--- src/hw/rtl/ibvd_pkg.sv ---
// ----------------------------------------------------------------------------
// ibvd_pkg
// Types, codes and code tables of the intra block VLC decoder.
// ----------------------------------------------------------------------------
`default_nettype none

package ibvd_pkg;

  localparam int COEFS_PER_BLOCK = 16;
  localparam int CODE_W          = 28;

  typedef enum logic [2:0] {
    KIND_DC  = 3'd0,
    KIND_AC  = 3'd1,
    KIND_BLK = 3'd2,
    KIND_ERR = 3'd3,
    KIND_END = 3'd4
  } kind_t;

  typedef enum logic [2:0] {
    CFG_QSCALE = 3'd0,
    CFG_QLOW   = 3'd1,
    CFG_QHIGH  = 3'd2,
    CFG_BLIMIT = 3'd3,
    CFG_DCSTRT = 3'd4
  } cfg_idx_t;

  typedef enum logic [2:0] {
    ACT_NONE,
    ACT_FAIL,
    ACT_DC,
    ACT_EOB,
    ACT_COEF
  } act_t;

  typedef enum logic [3:0] {
    ST_IDLE,
    ST_SHIFT,
    ST_EVAL,
    ST_MUL1,
    ST_MUL2,
    ST_BEND,
    ST_BLIM,
    ST_FINAL,
    ST_FLUSH
  } ctrl_state_t;

  typedef struct packed {
    logic       load;
    logic       shift;
    logic [2:0] bit_idx;
    logic       fail;
    logic       dc;
    logic       eob;
    logic       coef;
    logic       mul;
    logic       ac_done;
    logic       bend;
    logic       halt;
    logic       push;
    kind_t      kind;
    logic       flush;
  } cmd_t;

  typedef struct packed {
    act_t act;
    logic k_over;
    logic k_last;
    logic lim_hit;
    logic halted;
    logic final_flag;
    logic push_ok;
    logic flush_ok;
    logic pend_v;
  } sts_t;

  function automatic logic [3:0] zz_pos(input logic [3:0] k);
    case (k)
      4'd0:    zz_pos = 4'd0;
      4'd1:    zz_pos = 4'd1;
      4'd2:    zz_pos = 4'd4;
      4'd3:    zz_pos = 4'd8;
      4'd4:    zz_pos = 4'd5;
      4'd5:    zz_pos = 4'd2;
      4'd6:    zz_pos = 4'd3;
      4'd7:    zz_pos = 4'd6;
      4'd8:    zz_pos = 4'd9;
      4'd9:    zz_pos = 4'd12;
      4'd10:   zz_pos = 4'd13;
      4'd11:   zz_pos = 4'd10;
      4'd12:   zz_pos = 4'd7;
      4'd13:   zz_pos = 4'd11;
      4'd14:   zz_pos = 4'd14;
      default: zz_pos = 4'd15;
    endcase
  endfunction

  // Rows are the leading zero count (2,3,4,6,7), columns the two code bits.
  function automatic logic [5:0] ac_run(input logic [2:0] z, input logic [1:0] sel);
    case ({z, sel})
      5'b010_00: ac_run = 6'd4;
      5'b010_01: ac_run = 6'd1;
      5'b010_11: ac_run = 6'd3;
      5'b011_00: ac_run = 6'd6;
      5'b011_01: ac_run = 6'd7;
      5'b011_10: ac_run = 6'd5;
      5'b100_00: ac_run = 6'd8;
      5'b100_01: ac_run = 6'd9;
      5'b100_11: ac_run = 6'd2;
      5'b110_00: ac_run = 6'd10;
      5'b110_01: ac_run = 6'd11;
      5'b110_11: ac_run = 6'd1;
      5'b111_00: ac_run = 6'd12;
      5'b111_01: ac_run = 6'd13;
      5'b111_11: ac_run = 6'd3;
      default:   ac_run = 6'd0;
    endcase
  endfunction

  function automatic logic [2:0] ac_mag(input logic [2:0] z, input logic [1:0] sel);
    case ({z, sel})
      5'b010_00: ac_mag = 3'd1;
      5'b010_01: ac_mag = 3'd2;
      5'b010_10: ac_mag = 3'd3;
      5'b010_11: ac_mag = 3'd1;
      5'b011_11: ac_mag = 3'd4;
      5'b100_10: ac_mag = 3'd5;
      5'b100_11: ac_mag = 3'd2;
      5'b110_10: ac_mag = 3'd6;
      5'b110_11: ac_mag = 3'd3;
      5'b111_10: ac_mag = 3'd7;
      5'b111_11: ac_mag = 3'd2;
      default:   ac_mag = 3'd1;
    endcase
  endfunction

endpackage

`default_nettype wire

--- src/hw/rtl/ibvd_ctrl.sv ---
// ----------------------------------------------------------------------------
// ibvd_ctrl
// Sequencer: walks the bits of a byte and orders datapath actions.
// ----------------------------------------------------------------------------
`default_nettype none

module ibvd_ctrl (
  input  wire logic          clk,
  input  wire logic          rst_n,
  input  wire logic          in_valid,
  output logic               in_ready,
  input  ibvd_pkg::sts_t     sts,
  output ibvd_pkg::cmd_t     cmd
);
  import ibvd_pkg::*;

  ctrl_state_t state_r, state_nxt;
  logic [2:0]  bit_r, bit_nxt;

  always_ff @(posedge clk) begin
    if (!rst_n) begin
      state_r <= ST_IDLE;
      bit_r   <= 3'd0;
    end else begin
      state_r <= state_nxt;
      bit_r   <= bit_nxt;
    end
  end

  always_comb begin
    state_nxt   = state_r;
    bit_nxt     = bit_r;
    in_ready    = 1'b0;
    cmd         = '0;
    cmd.kind    = KIND_DC;
    cmd.bit_idx = bit_r;
    case (state_r)
      ST_IDLE: begin
        in_ready = 1'b1;
        if (in_valid) begin
          cmd.load  = 1'b1;
          bit_nxt   = 3'd0;
          state_nxt = ST_SHIFT;
        end
      end
      ST_SHIFT: begin
        if (sts.halted) begin
          state_nxt = ST_FINAL;
        end else begin
          cmd.shift = 1'b1;
          state_nxt = ST_EVAL;
        end
      end
      ST_EVAL: begin
        case (sts.act)
          ACT_FAIL: begin
            if (sts.push_ok) begin
              cmd.push  = 1'b1;
              cmd.kind  = KIND_ERR;
              cmd.fail  = 1'b1;
              state_nxt = ST_FINAL;
            end
          end
          ACT_DC: begin
            if (sts.push_ok) begin
              cmd.push  = 1'b1;
              cmd.kind  = KIND_DC;
              cmd.dc    = 1'b1;
              bit_nxt   = bit_r + 3'd1;
              state_nxt = (bit_r == 3'd7) ? ST_FINAL : ST_SHIFT;
            end
          end
          ACT_EOB: begin
            cmd.eob   = 1'b1;
            state_nxt = ST_BEND;
          end
          ACT_COEF: begin
            cmd.coef  = 1'b1;
            state_nxt = sts.k_over ? ST_BEND : ST_MUL1;
          end
          default: begin
            bit_nxt   = bit_r + 3'd1;
            state_nxt = (bit_r == 3'd7) ? ST_FINAL : ST_SHIFT;
          end
        endcase
      end
      ST_MUL1: begin
        cmd.mul   = 1'b1;
        state_nxt = ST_MUL2;
      end
      ST_MUL2: begin
        if (sts.push_ok) begin
          cmd.push    = 1'b1;
          cmd.kind    = KIND_AC;
          cmd.ac_done = 1'b1;
          if (sts.k_last) begin
            state_nxt = ST_BEND;
          end else begin
            bit_nxt   = bit_r + 3'd1;
            state_nxt = (bit_r == 3'd7) ? ST_FINAL : ST_SHIFT;
          end
        end
      end
      ST_BEND: begin
        if (sts.push_ok) begin
          cmd.push  = 1'b1;
          cmd.kind  = KIND_BLK;
          cmd.bend  = 1'b1;
          state_nxt = ST_BLIM;
        end
      end
      ST_BLIM: begin
        if (sts.lim_hit) begin
          if (sts.push_ok) begin
            cmd.push  = 1'b1;
            cmd.kind  = KIND_END;
            cmd.halt  = 1'b1;
            state_nxt = ST_FINAL;
          end
        end else begin
          bit_nxt   = bit_r + 3'd1;
          state_nxt = (bit_r == 3'd7) ? ST_FINAL : ST_SHIFT;
        end
      end
      ST_FINAL: begin
        if (sts.final_flag && !sts.halted) begin
          if (sts.push_ok) begin
            cmd.push  = 1'b1;
            cmd.kind  = KIND_END;
            cmd.halt  = 1'b1;
            state_nxt = ST_FLUSH;
          end
        end else begin
          state_nxt = ST_FLUSH;
        end
      end
      ST_FLUSH: begin
        if (!sts.pend_v) begin
          state_nxt = ST_IDLE;
        end else if (sts.flush_ok) begin
          cmd.flush = 1'b1;
          state_nxt = ST_IDLE;
        end
      end
      default: state_nxt = ST_IDLE;
    endcase
  end

endmodule

`default_nettype wire

--- src/hw/rtl/ibvd_dp.sv ---
// ----------------------------------------------------------------------------
// ibvd_dp
// Datapath: code shifter, DC/AC prefix decode, predictor, dequantizer,
// configuration registers and the two-deep result holding stage.
// ----------------------------------------------------------------------------
`default_nettype none

module ibvd_dp #(
  parameter int MAX_BLOCKS = 4096
) (
  input  wire logic               clk,
  input  wire logic               rst_n,
  input  wire logic [7:0]         in_stream_byte,
  input  wire logic               in_frame_start,
  input  wire logic               in_final_byte,
  input  wire logic               cfg_wr_en,
  input  wire logic [2:0]         cfg_index,
  input  wire logic [63:0]        cfg_data,
  input  ibvd_pkg::cmd_t          cmd,
  output ibvd_pkg::sts_t          sts,
  output logic                    out_valid,
  input  wire logic               out_ready,
  output logic [2:0]              out_kind,
  output logic [3:0]              out_position,
  output logic signed [24:0]      out_coef_value,
  output logic [5:0]              out_run_length,
  output logic signed [8:0]       out_raw_level,
  output logic [11:0]             out_block_number,
  output logic                    out_last
);
  import ibvd_pkg::*;

  localparam int CW   = $clog2(MAX_BLOCKS + 1);
  localparam int CMPW = (CW > 13) ? CW : 13;

  // configuration
  logic [7:0]         qscale_r;
  logic [63:0]        qlow_r, qhigh_r;
  logic [12:0]        blimit_r;
  logic signed [15:0] dcstart_r;

  always_ff @(posedge clk) begin
    if (!rst_n) begin
      qscale_r  <= 8'd1;
      qlow_r    <= '0;
      qhigh_r   <= '0;
      blimit_r  <= 13'd1152;
      dcstart_r <= 16'sd512;
    end else if (cfg_wr_en) begin
      case (cfg_idx_t'(cfg_index))
        CFG_QSCALE: qscale_r  <= cfg_data[7:0];
        CFG_QLOW:   qlow_r    <= cfg_data;
        CFG_QHIGH:  qhigh_r   <= cfg_data;
        CFG_BLIMIT: blimit_r  <= cfg_data[12:0];
        CFG_DCSTRT: dcstart_r <= cfg_data[15:0];
        default: ;
      endcase
    end
  end

  // decoder state
  logic [7:0]         byte_r;
  logic               final_r;
  logic [27:0]        lcode_r, rcode_r;   // left- and right-aligned copies
  logic [4:0]         len_r;
  logic               phase_r;            // 0: DC size, 1: AC
  logic signed [15:0] pred_r;
  logic [4:0]         cidx_r;
  logic               first_r;
  logic [CW-1:0]      blk_r;
  logic               halt_r;
  logic [5:0]         run_r;
  logic signed [8:0]  lvl_r;
  logic [3:0]         k_r;
  logic signed [17:0] p1_r;

  logic               bit_in;
  logic [27:0]        lcode_nxt;
  assign bit_in    = byte_r[3'd7 - cmd.bit_idx];
  assign lcode_nxt = lcode_r | (bit_in ? (28'h8000000 >> len_r) : 28'h0);

  // DC size decode
  act_t               dc_act;
  logic [3:0]         lo1;
  logic               lo1_done;
  logic [4:0]         plen;
  logic [3:0]         dsize;
  logic [8:0]         dmask, dv;
  logic signed [9:0]  diff;
  logic signed [16:0] psum;
  logic signed [15:0] pred_new;

  always_comb begin
    lo1      = 4'd0;
    lo1_done = 1'b0;
    for (int i = 0; i < 7; i++) begin
      if (!lo1_done) begin
        if (lcode_r[27 - i]) lo1 = lo1 + 4'd1;
        else lo1_done = 1'b1;
      end
    end
    dc_act = ACT_NONE;
    plen   = 5'd2;
    dsize  = 4'd0;
    if (len_r >= 5'd2) begin
      if (!lcode_r[27]) begin
        plen   = 5'd2;
        dsize  = lcode_r[26] ? 4'd2 : 4'd1;
        dc_act = ACT_DC;
      end else if (!lcode_r[26]) begin
        if (len_r >= 5'd3) begin
          plen   = 5'd3;
          dsize  = lcode_r[25] ? 4'd3 : 4'd0;
          dc_act = ACT_DC;
        end
      end else if (lo1 >= 4'd7) begin
        dc_act = ACT_FAIL;
      end else if ({1'b0, lo1} != len_r) begin
        plen   = {1'b0, lo1} + 5'd1;
        dsize  = lo1 + 4'd2;
        dc_act = ACT_DC;
      end
    end
    if (dc_act == ACT_DC && len_r < plen + {1'b0, dsize}) dc_act = ACT_NONE;
    dmask = 9'((9'd1 << dsize) - 9'd1);
    dv    = {1'b0, rcode_r[7:0]} & dmask;
    if (dsize != 4'd0 && !dv[dsize - 4'd1])
      diff = $signed({1'b0, dv}) - $signed({1'b0, dmask});
    else
      diff = $signed({1'b0, dv});
    psum = {pred_r[15], pred_r} + 17'(diff);
    if (psum > 17'sd32767)       pred_new = 16'sd32767;
    else if (psum < -17'sd32768) pred_new = -16'sd32768;
    else                         pred_new = psum[15:0];
  end

  // AC run/level decode
  act_t              ac_act;
  logic [3:0]        lz;
  logic              lz_done;
  logic [4:0]        z;
  logic              b1, b2, b3;
  logic [5:0]        ac_rn;
  logic signed [8:0] ac_lv;
  logic [7:0]        esc_lv;
  logic [2:0]        mag;

  always_comb begin
    lz      = 4'd0;
    lz_done = 1'b0;
    for (int i = 0; i < 8; i++) begin
      if (!lz_done) begin
        if (!lcode_r[27 - i]) lz = lz + 4'd1;
        else lz_done = 1'b1;
      end
    end
    z      = ({1'b0, lz} > len_r) ? len_r : {1'b0, lz};
    b1     = lcode_r[5'd26 - z];
    b2     = lcode_r[5'd25 - z];
    b3     = lcode_r[5'd24 - z];
    esc_lv = lcode_r[15:8];
    mag    = ac_mag(z[2:0], {b1, b2});
    ac_act = ACT_NONE;
    ac_rn  = 6'd0;
    ac_lv  = 9'sd0;
    if (z >= 5'd8) begin
      ac_act = ACT_FAIL;
    end else if (z != len_r) begin
      case (z)
        5'd0: begin
          if (first_r) begin
            if (len_r >= 5'd2) begin
              ac_act = ACT_COEF;
              ac_lv  = lcode_r[26] ? -9'sd1 : 9'sd1;
            end
          end else if (len_r >= 5'd2) begin
            if (!lcode_r[26]) begin
              ac_act = ACT_EOB;
            end else if (len_r >= 5'd3) begin
              ac_act = ACT_COEF;
              ac_lv  = lcode_r[25] ? -9'sd1 : 9'sd1;
            end
          end
        end
        5'd1: begin
          if (len_r >= 5'd3) begin
            if (lcode_r[25]) begin
              if (len_r >= 5'd4) begin
                ac_act = ACT_COEF;
                ac_rn  = 6'd1;
                ac_lv  = lcode_r[24] ? -9'sd1 : 9'sd1;
              end
            end else if (len_r >= 5'd5) begin
              ac_act = ACT_COEF;
              if (!lcode_r[24]) begin
                ac_lv = lcode_r[23] ? -9'sd2 : 9'sd2;
              end else begin
                ac_rn = 6'd2;
                ac_lv = lcode_r[23] ? -9'sd1 : 9'sd1;
              end
            end
          end
        end
        5'd5: begin
          // escape: 6-bit run, 8-bit level, optional 8-bit extension
          if (len_r >= 5'd20) begin
            ac_rn = lcode_r[21:16];
            if (esc_lv == 8'd0 || esc_lv == 8'd128) begin
              if (len_r >= 5'd28) begin
                ac_act = ACT_COEF;
                ac_lv  = (esc_lv == 8'd128) ? $signed({1'b1, lcode_r[7:0]})
                                            : $signed({1'b0, lcode_r[7:0]});
              end
            end else begin
              ac_act = ACT_COEF;
              ac_lv  = $signed({esc_lv[7], esc_lv});
            end
          end
        end
        default: begin
          if (len_r >= z + 5'd4) begin
            ac_act = ACT_COEF;
            ac_rn  = ac_run(z[2:0], {b1, b2});
            ac_lv  = b3 ? -$signed({6'd0, mag}) : $signed({6'd0, mag});
          end
        end
      endcase
    end
  end

  act_t               act;
  logic [6:0]         ksum;
  logic [7:0]         qsel;
  logic [127:0]       qtab;
  logic signed [26:0] acv;
  logic [CMPW-1:0]    blk_ext;

  assign act     = phase_r ? ac_act : dc_act;
  assign ksum    = {2'b00, cidx_r} + {1'b0, ac_rn};
  assign qtab    = {qhigh_r, qlow_r};
  assign qsel    = qtab[{k_r, 3'b000} +: 8];
  assign acv     = p1_r * $signed({1'b0, qscale_r});
  assign blk_ext = CMPW'(blk_r);

  always_ff @(posedge clk) begin
    if (!rst_n) begin
      lcode_r <= '0;
      rcode_r <= '0;
      len_r   <= '0;
      phase_r <= 1'b0;
      pred_r  <= 16'sd512;
      cidx_r  <= 5'd1;
      first_r <= 1'b1;
      blk_r   <= '0;
      halt_r  <= 1'b0;
      final_r <= 1'b0;
    end else begin
      if (cmd.load) begin
        final_r <= in_final_byte;
        if (in_frame_start) begin
          lcode_r <= '0;
          rcode_r <= '0;
          len_r   <= '0;
          phase_r <= 1'b0;
          pred_r  <= dcstart_r;
          cidx_r  <= 5'd1;
          first_r <= 1'b1;
          blk_r   <= '0;
          halt_r  <= 1'b0;
        end
      end
      if (cmd.shift) begin
        lcode_r <= lcode_nxt;
        rcode_r <= {rcode_r[26:0], bit_in};
        len_r   <= len_r + 5'd1;
      end
      if (cmd.dc) begin
        pred_r  <= pred_new;
        phase_r <= 1'b1;
        cidx_r  <= 5'd1;
        first_r <= 1'b1;
      end
      if (cmd.eob || cmd.coef) first_r <= 1'b0;
      if (cmd.ac_done) cidx_r <= {1'b0, k_r} + 5'd1;
      if (cmd.bend) begin
        blk_r   <= blk_r + 1'b1;
        phase_r <= 1'b0;
      end
      if (cmd.fail || cmd.halt) halt_r <= 1'b1;
      if (cmd.fail || cmd.halt || cmd.dc || cmd.coef || cmd.bend) begin
        lcode_r <= '0;
        rcode_r <= '0;
        len_r   <= '0;
      end
    end
  end

  always_ff @(posedge clk) begin
    if (cmd.load) byte_r <= in_stream_byte;
    if (cmd.coef) begin
      run_r <= ac_rn;
      lvl_r <= ac_lv;
      k_r   <= ksum[3:0];
    end
    if (cmd.mul) p1_r <= lvl_r * $signed({1'b0, qsel});
  end

  // result holding: pend_r waits until the next result or the byte's end
  // decides its last flag
  logic               pend_v_r, out_v_r;
  kind_t              pend_kind_r;
  logic [3:0]         pend_pos_r;
  logic signed [24:0] pend_val_r;
  logic [5:0]         pend_run_r;
  logic signed [8:0]  pend_lvl_r;
  logic [11:0]        pend_bn_r;
  kind_t              kind_r;
  logic [3:0]         pos_r;
  logic signed [24:0] val_r;
  logic [5:0]         orun_r;
  logic signed [8:0]  olvl_r;
  logic [11:0]        bn_r;
  logic               last_r;

  always_ff @(posedge clk) begin
    if (!rst_n) begin
      pend_v_r <= 1'b0;
      out_v_r  <= 1'b0;
    end else if (cmd.push) begin
      pend_v_r <= 1'b1;
      if (pend_v_r)       out_v_r <= 1'b1;
      else if (out_ready) out_v_r <= 1'b0;
    end else if (cmd.flush) begin
      pend_v_r <= 1'b0;
      out_v_r  <= 1'b1;
    end else if (out_ready) begin
      out_v_r <= 1'b0;
    end
  end

  always_ff @(posedge clk) begin
    if (cmd.push) begin
      pend_kind_r <= cmd.kind;
      pend_pos_r  <= 4'd0;
      pend_val_r  <= 25'sd0;
      pend_run_r  <= 6'd0;
      pend_lvl_r  <= 9'sd0;
      pend_bn_r   <= blk_ext[11:0];
      case (cmd.kind)
        KIND_DC: begin
          pend_val_r <= {{8{pred_new[15]}}, pred_new, 1'b0};
          pend_lvl_r <= diff[8:0];
        end
        KIND_AC: begin
          pend_pos_r <= zz_pos(k_r);
          pend_val_r <= acv[24:0];
          pend_run_r <= run_r;
          pend_lvl_r <= lvl_r;
        end
        default: ;
      endcase
    end
    if ((cmd.push && pend_v_r) || cmd.flush) begin
      kind_r <= pend_kind_r;
      pos_r  <= pend_pos_r;
      val_r  <= pend_val_r;
      orun_r <= pend_run_r;
      olvl_r <= pend_lvl_r;
      bn_r   <= pend_bn_r;
      last_r <= cmd.flush;
    end
  end

  always_comb begin
    sts            = '0;
    sts.act        = act;
    sts.k_over     = ksum >= 7'(COEFS_PER_BLOCK);
    sts.k_last     = ({1'b0, k_r} + 5'd1) >= 5'(COEFS_PER_BLOCK);
    sts.lim_hit    = (blk_ext >= CMPW'(blimit_r)) || (blk_ext >= CMPW'(MAX_BLOCKS));
    sts.halted     = halt_r;
    sts.final_flag = final_r;
    sts.push_ok    = !pend_v_r || !out_v_r || out_ready;
    sts.flush_ok   = !out_v_r || out_ready;
    sts.pend_v     = pend_v_r;
  end

  assign out_valid        = out_v_r;
  assign out_kind         = kind_r;
  assign out_position     = pos_r;
  assign out_coef_value   = val_r;
  assign out_run_length   = orun_r;
  assign out_raw_level    = olvl_r;
  assign out_block_number = bn_r;
  assign out_last         = last_r;

endmodule

`default_nettype wire

--- src/hw/rtl/intra_block_vlc_decoder_top.sv ---
// ----------------------------------------------------------------------------
// intra_block_vlc_decoder_top
// Bit-serial decoder of DC and run/level AC codes of intra 4x4 blocks.
// ----------------------------------------------------------------------------
// Usage:
//   Input channel (in_valid/in_ready) carries one bitstream byte per
//   transfer, MSB decoded first, with frame_start and final_byte flags.
//   Output channel (out_valid/out_ready) carries the results decoded from a
//   byte, if any; out_last marks the final result of a byte.
//   Configuration is written through cfg_wr_en/cfg_index/cfg_data while idle.
// Sequence:
//   A byte is loaded, then each code bit is shifted in and decoded; an AC
//   coefficient adds two registered multiplies, a block end adds a block-end
//   and a block-limit step, and a final and a flush step close the byte.
//   The next byte is taken once the current byte's last result sits in the
//   output register.
// Reset: rst_n (synchronous) clears the decoder to the start of a frame
//   with default configuration; no result is pending.
// Stall: a held result waits in a one-deep holding stage behind the output
//   register; decoding pauses only when both are full and out_ready is low.
// ----------------------------------------------------------------------------
`default_nettype none

module intra_block_vlc_decoder_top #(
  parameter int MAX_BLOCKS = 4096
) (
  input  wire logic               clk,
  input  wire logic               rst_n,
  input  wire logic               in_valid,
  output logic                    in_ready,
  input  wire logic [7:0]         in_stream_byte,
  input  wire logic               in_frame_start,
  input  wire logic               in_final_byte,
  output logic                    out_valid,
  input  wire logic               out_ready,
  output logic [2:0]              out_kind,
  output logic [3:0]              out_position,
  output logic signed [24:0]      out_coef_value,
  output logic [5:0]              out_run_length,
  output logic signed [8:0]       out_raw_level,
  output logic [11:0]             out_block_number,
  output logic                    out_last,
  input  wire logic               cfg_wr_en,
  input  wire logic [2:0]         cfg_index,
  input  wire logic [63:0]        cfg_data
);
  import ibvd_pkg::*;

  cmd_t cmd;
  sts_t sts;

  ibvd_ctrl u_ctrl (
    .clk      (clk),
    .rst_n    (rst_n),
    .in_valid (in_valid),
    .in_ready (in_ready),
    .sts      (sts),
    .cmd      (cmd)
  );

  ibvd_dp #(.MAX_BLOCKS(MAX_BLOCKS)) u_dp (
    .clk              (clk),
    .rst_n            (rst_n),
    .in_stream_byte   (in_stream_byte),
    .in_frame_start   (in_frame_start),
    .in_final_byte    (in_final_byte),
    .cfg_wr_en        (cfg_wr_en),
    .cfg_index        (cfg_index),
    .cfg_data         (cfg_data),
    .cmd              (cmd),
    .sts              (sts),
    .out_valid        (out_valid),
    .out_ready        (out_ready),
    .out_kind         (out_kind),
    .out_position     (out_position),
    .out_coef_value   (out_coef_value),
    .out_run_length   (out_run_length),
    .out_raw_level    (out_raw_level),
    .out_block_number (out_block_number),
    .out_last         (out_last)
  );

endmodule

`default_nettype wire

--- config.mk ---
export PLATFORM = sky130hd
export DESIGN_NAME = intra_block_vlc_decoder_top
export DESIGN_NICKNAME = d
export VERILOG_FILES = /design/src/hw/rtl/ibvd_pkg.sv /design/src/hw/rtl/ibvd_ctrl.sv /design/src/hw/rtl/ibvd_dp.sv /design/src/hw/rtl/intra_block_vlc_decoder_top.sv
export SDC_FILE = /design/constraint.sdc
export NUM_CORES = 1
export LEC_CHECK = 0
export BUFFER_PORTS_ARGS = -buffer_cell sky130_fd_sc_hd__buf_2
export CAP_MARGIN = 20
export CELL_PAD_IN_SITES_DETAIL_PLACEMENT = 0
export CELL_PAD_IN_SITES_GLOBAL_PLACEMENT = 2
export CORE_ASPECT_RATIO = 0.8
export CORE_MARGIN = 2
export CORE_UTILIZATION = 31
export CTS_CLUSTER_SIZE = 16
export DETAILED_ROUTE_END_ITERATION = 6
export GPL_ROUTABILITY_DRIVEN = 0
export PLACE_DENSITY = 0.77
export SKIP_CTS_REPAIR_TIMING = 1
export SLEW_MARGIN = 0
export SYNTH_ARGS = -nofsm -noshare
export SYNTH_HDL_FRONTEND = slang
export SYNTH_SLANG_ARGS = --single-unit
--- constraint.sdc ---
create_clock -name clk -period 15.1 [get_ports clk]
set_clock_uncertainty 0.1 [all_clocks]
set_input_delay 0.755 -clock clk [delete_from_list [all_inputs] [get_ports clk]]
set_output_delay 0.755 -clock clk [all_outputs]
set_load 0.05 [all_outputs]
==> impl_results.md <==
- Status: complete, no violations
- Max FO, Critical Path: 24
- CP Launch Point: u_dp.lcode_r[26]
- First-pass GRT wire length: 134800 um
- Place WS: between 2000 and 3000 ps
- Buffers on Ports: between 100 and 150
- Clock slew at reported path FFs: 60 ps
- Total wire length: 87900 um
- R2r endpoint: u_ctrl.state_r[2]
- WHS: 201.9 ps
- TritonRoute pass-1 iters: 5
- Synth Net Count: 3646
- Min cycle time layout: about 13000 ps
- Combinational power share: 0.386
- Psw: 1502 uW
- Max_cap viols: 0
- Largest stage delay, worst path: about 840 ps
- Starting Density: 0.3145
- Starting DRT DRC Count: about 1700
- Net Sw Frac: 0.3793
- Worst path required time: roughly 16000 ps
- Max clock buf depth: 3
- Critical path capture point type: flip-flop
- Nets: approximately 3700
- PnR worst setup slack: approximately 2500 ps
- Setup crit end: u_ctrl.state_r[2]
- Final Hold Fails: 0
- Slowest CP cell: dfxtp_1
- Cells after synthesis: 3203
- Setup violations, final: 0
- CTS root buf: clkbuf_16
- Site row count: 100
- Setup CP Type: flip-flop to flip-flop
- Most frequent cell after synthesis: nand2_1
- CP arrival: about 13000 ps
- HP Class: input port to flip-flop
- Source of the worst hold timing path: in_stream_byte[1]
- Async SR Flop Fraction: 0
- Pint: 2459 uW
- Area growth, synth to finish: 12.05%
- Crit start category: flip-flop
- Max IR drop VDD: approximately 0.16 mV
- Core area: about 93000 sq um
- Slew @ Worst Pin: 980.0 ps
- Syn Std Cell Area: 29390 sq um
- Final ANT Viol Nets: 0
- Yosys top cell by area: dfxtp_1
- Most used cell, CP: ha_1
- Detailed placer's ending HPWL: between 60000 and 70000 um
- Flop pwr share: 0.306
- Seq/Total Area, Yosys: 0.3399
- CTS Buf Count: 48
- TNS Setup: 0 ps
- Most frequent cells after synthesis: nand2_1, inv_1, a21oi_1
- Clock Sinks: ~420
- Die H: 279.4 um
- Largest net degree at the start of global routing: 114
- Max_slew headroom: 0.3280
- Clock insertion delay at the later pin of the skew report: 620 ps
- Vias per inst: a little over 5
- Drt drc: 0
- Ys Warns: 0
- Worst flop-to-flop path startpoint: u_dp.lcode_r[26]
- Die area: 97300 sq um
- FF-to-FF path depth: 52
- Total Routing Usage GR: 0.1778
- Fin crit share: 0.8349
- Grt ovf: 0
- Via Count: 22880
- I/O Pins: ~140
- Die Width: 348.3 um
- Average cell area after synthesis: around 9 sq um
- Synth Register Bits: 417
- CTS tree: built
- Yosys top cell area share: 0.1723
- # diodes: 0
- Ys flop type: dfxtp_1
- Share of cells above drive strength 1: 0.1156
- Vias in the first global route: 21920
- DR WL/cell: 19.41 um
- R2R setup slack: 2490 ps
- Clock power share: 0.308
- Number of flops mapped to enable cells by yosys: 164
- Initial antenna violation count: 9
- Leak: 0.01373 uW
- Area contributors post-synth: dfxtp_1, edfxtp_1, fa_1, ha_1, nand2_1
- Fin. max-slew vios: 0
- Max frequency: 79.32 MHz
- CTS HTree Levels: 2
- RSZ-0062 raised after global routing: no
- Netlist cell types: 99
- Power per cell area: 120.3 nW/um^2
critical path: cells and delay by family (launching register included):
kind,cells,cell delay (ps)
AOI/OAI and AO/OA,17,3690
adders and majority gates,10,3290
and+or+nand+nor,13,2080
muxes,8,2010
DFF,1,840
buffers and inverters,3,280
xor gates and xnor gates,1,200
cells in the final DEF (no fill, tap or decap), types with 22 or more instances in the layout:
| master | synthesis | routed |
|---|---|---|
| dfxtp_1 | 253 | 253 |
| xnor2_1 | 46 | 46 |
| nor3_1 | 34 | 32 |
| nand2_1 | 569 | 567 |
| ha_1 | 189 | 189 |
| and3_1 | 28 | 28 |
| xor2_1 | 26 | 26 |
| inv_1 | 296 | 295 |
| nor2_1 | 176 | 175 |
| edfxtp_1 | 164 | 164 |
| a21o_1 | 31 | 30 |
| nand2b_1 | 22 | 22 |
| and2_1 | 139 | 139 |
| buf_2 | 10 | 143 |
| buf_4 | 5 | 32 |
| a22oi_1 | 26 | 26 |
| mux2i_1 | 37 | 37 |
| o21ai_0 | 82 | 82 |
| a21oi_1 | 291 | 291 |
| clkbuf_16 | 0 | 48 |
| nand3_1 | 61 | 61 |
| mux4_2 | 59 | 59 |
| fa_1 | 172 | 172 |
final cells by class:
type,instances,area (sq um)
fill,9621,60530
multi-input combinational,2319,17660
sequential,417,9990
tap,1224,1531
clock buffer,63,1328
inverter,306,1154
timing repair buffer,175,955.9
clock inverter,25,311.5
metal layers:
layer / GRT usage / wire (um) / up-vias
li1: - / - / 11080
met1: 0.2851 / 46650 / 11140
met2: 0.2453 / 34680 / 557
met3: 0.03194 / 5173 / 84
met4: 0.03119 / 1338 / 10
met5: 0 / 67 / -
registers in the layout, indices dropped and copies added, names as in the netlist, 16 cells and up:
name and cells:
u_dp.qhigh_r 64, u_dp.lcode_r 28, u_dp.out_coef_value 25, u_dp.p1_r 18
u_dp.dcstart_r 16, u_dp.pred_r 16, u_dp.pend_val_r 25, u_dp.qlow_r 64
through the flow:
stage / area, sq um / total power [uW] / util / cells
2_1_floorplan: 29390 / 2389 / - / 3203
3_3_place_gp: 31290 / 2749 / 0.3348 / 4441
3_5_place_dp: 31290 / 2731 / 0.3348 / 4441
4_1_cts: 32930 / 3968 / 0.3523 / 4529
5_1_grt: 32930 / 4173 / 0.3523 / 4529
6_report: 32930 / 3961 / 0.3523 / 4529
power groups by stage:
stage | Combinational [uW] | Clock, uW | Sequential, uW
4_1_cts | 1500 | 1260 | 1210
6_report | 1530 | 1220 | 1210
2_1_floorplan | 1170 | 0 | 1220
3_5_place_dp | 1490 | 0 | 1240
5_1_grt | 1660 | 1300 | 1220
3_3_place_gp | 1510 | 0 | 1240
how the worst min path moves through the flow:
| stage | endpoint | depth (start not counted) |
|---|---|---|
| 6_report | u_dp.byte_r[1] | 1 |
| 3_5_place_dp | u_dp.out_block_number[6] | 0 |
| 5_1_grt | u_dp.byte_r[3] | 1 |
| 2_1_floorplan | u_dp.out_block_number[0] | 0 |
| 3_3_place_gp | u_dp.out_coef_value[16] | 0 |
| 4_1_cts | u_dp.byte_r[1] | 1 |
cell families (layout without fill, tap and decap cells):
| kind of cell | count (synthesis) | count (layout) | share of synthesized area |
|---|---|---|---|
| fa+ha+maj | 361 | 361 | 0.1976 |
| simple gates | 1127 | 1127 | 0.1757 |
| xor+xnor | 77 | 77 | 0.02422 |
| flops | 417 | 417 | 0.3399 |
| buf+inv | 467 | 569 | 0.06071 |
| mux | 119 | 119 | 0.06679 |
| compound gates | 635 | 635 | 0.1351 |
(Power assumes the default switching activity.)
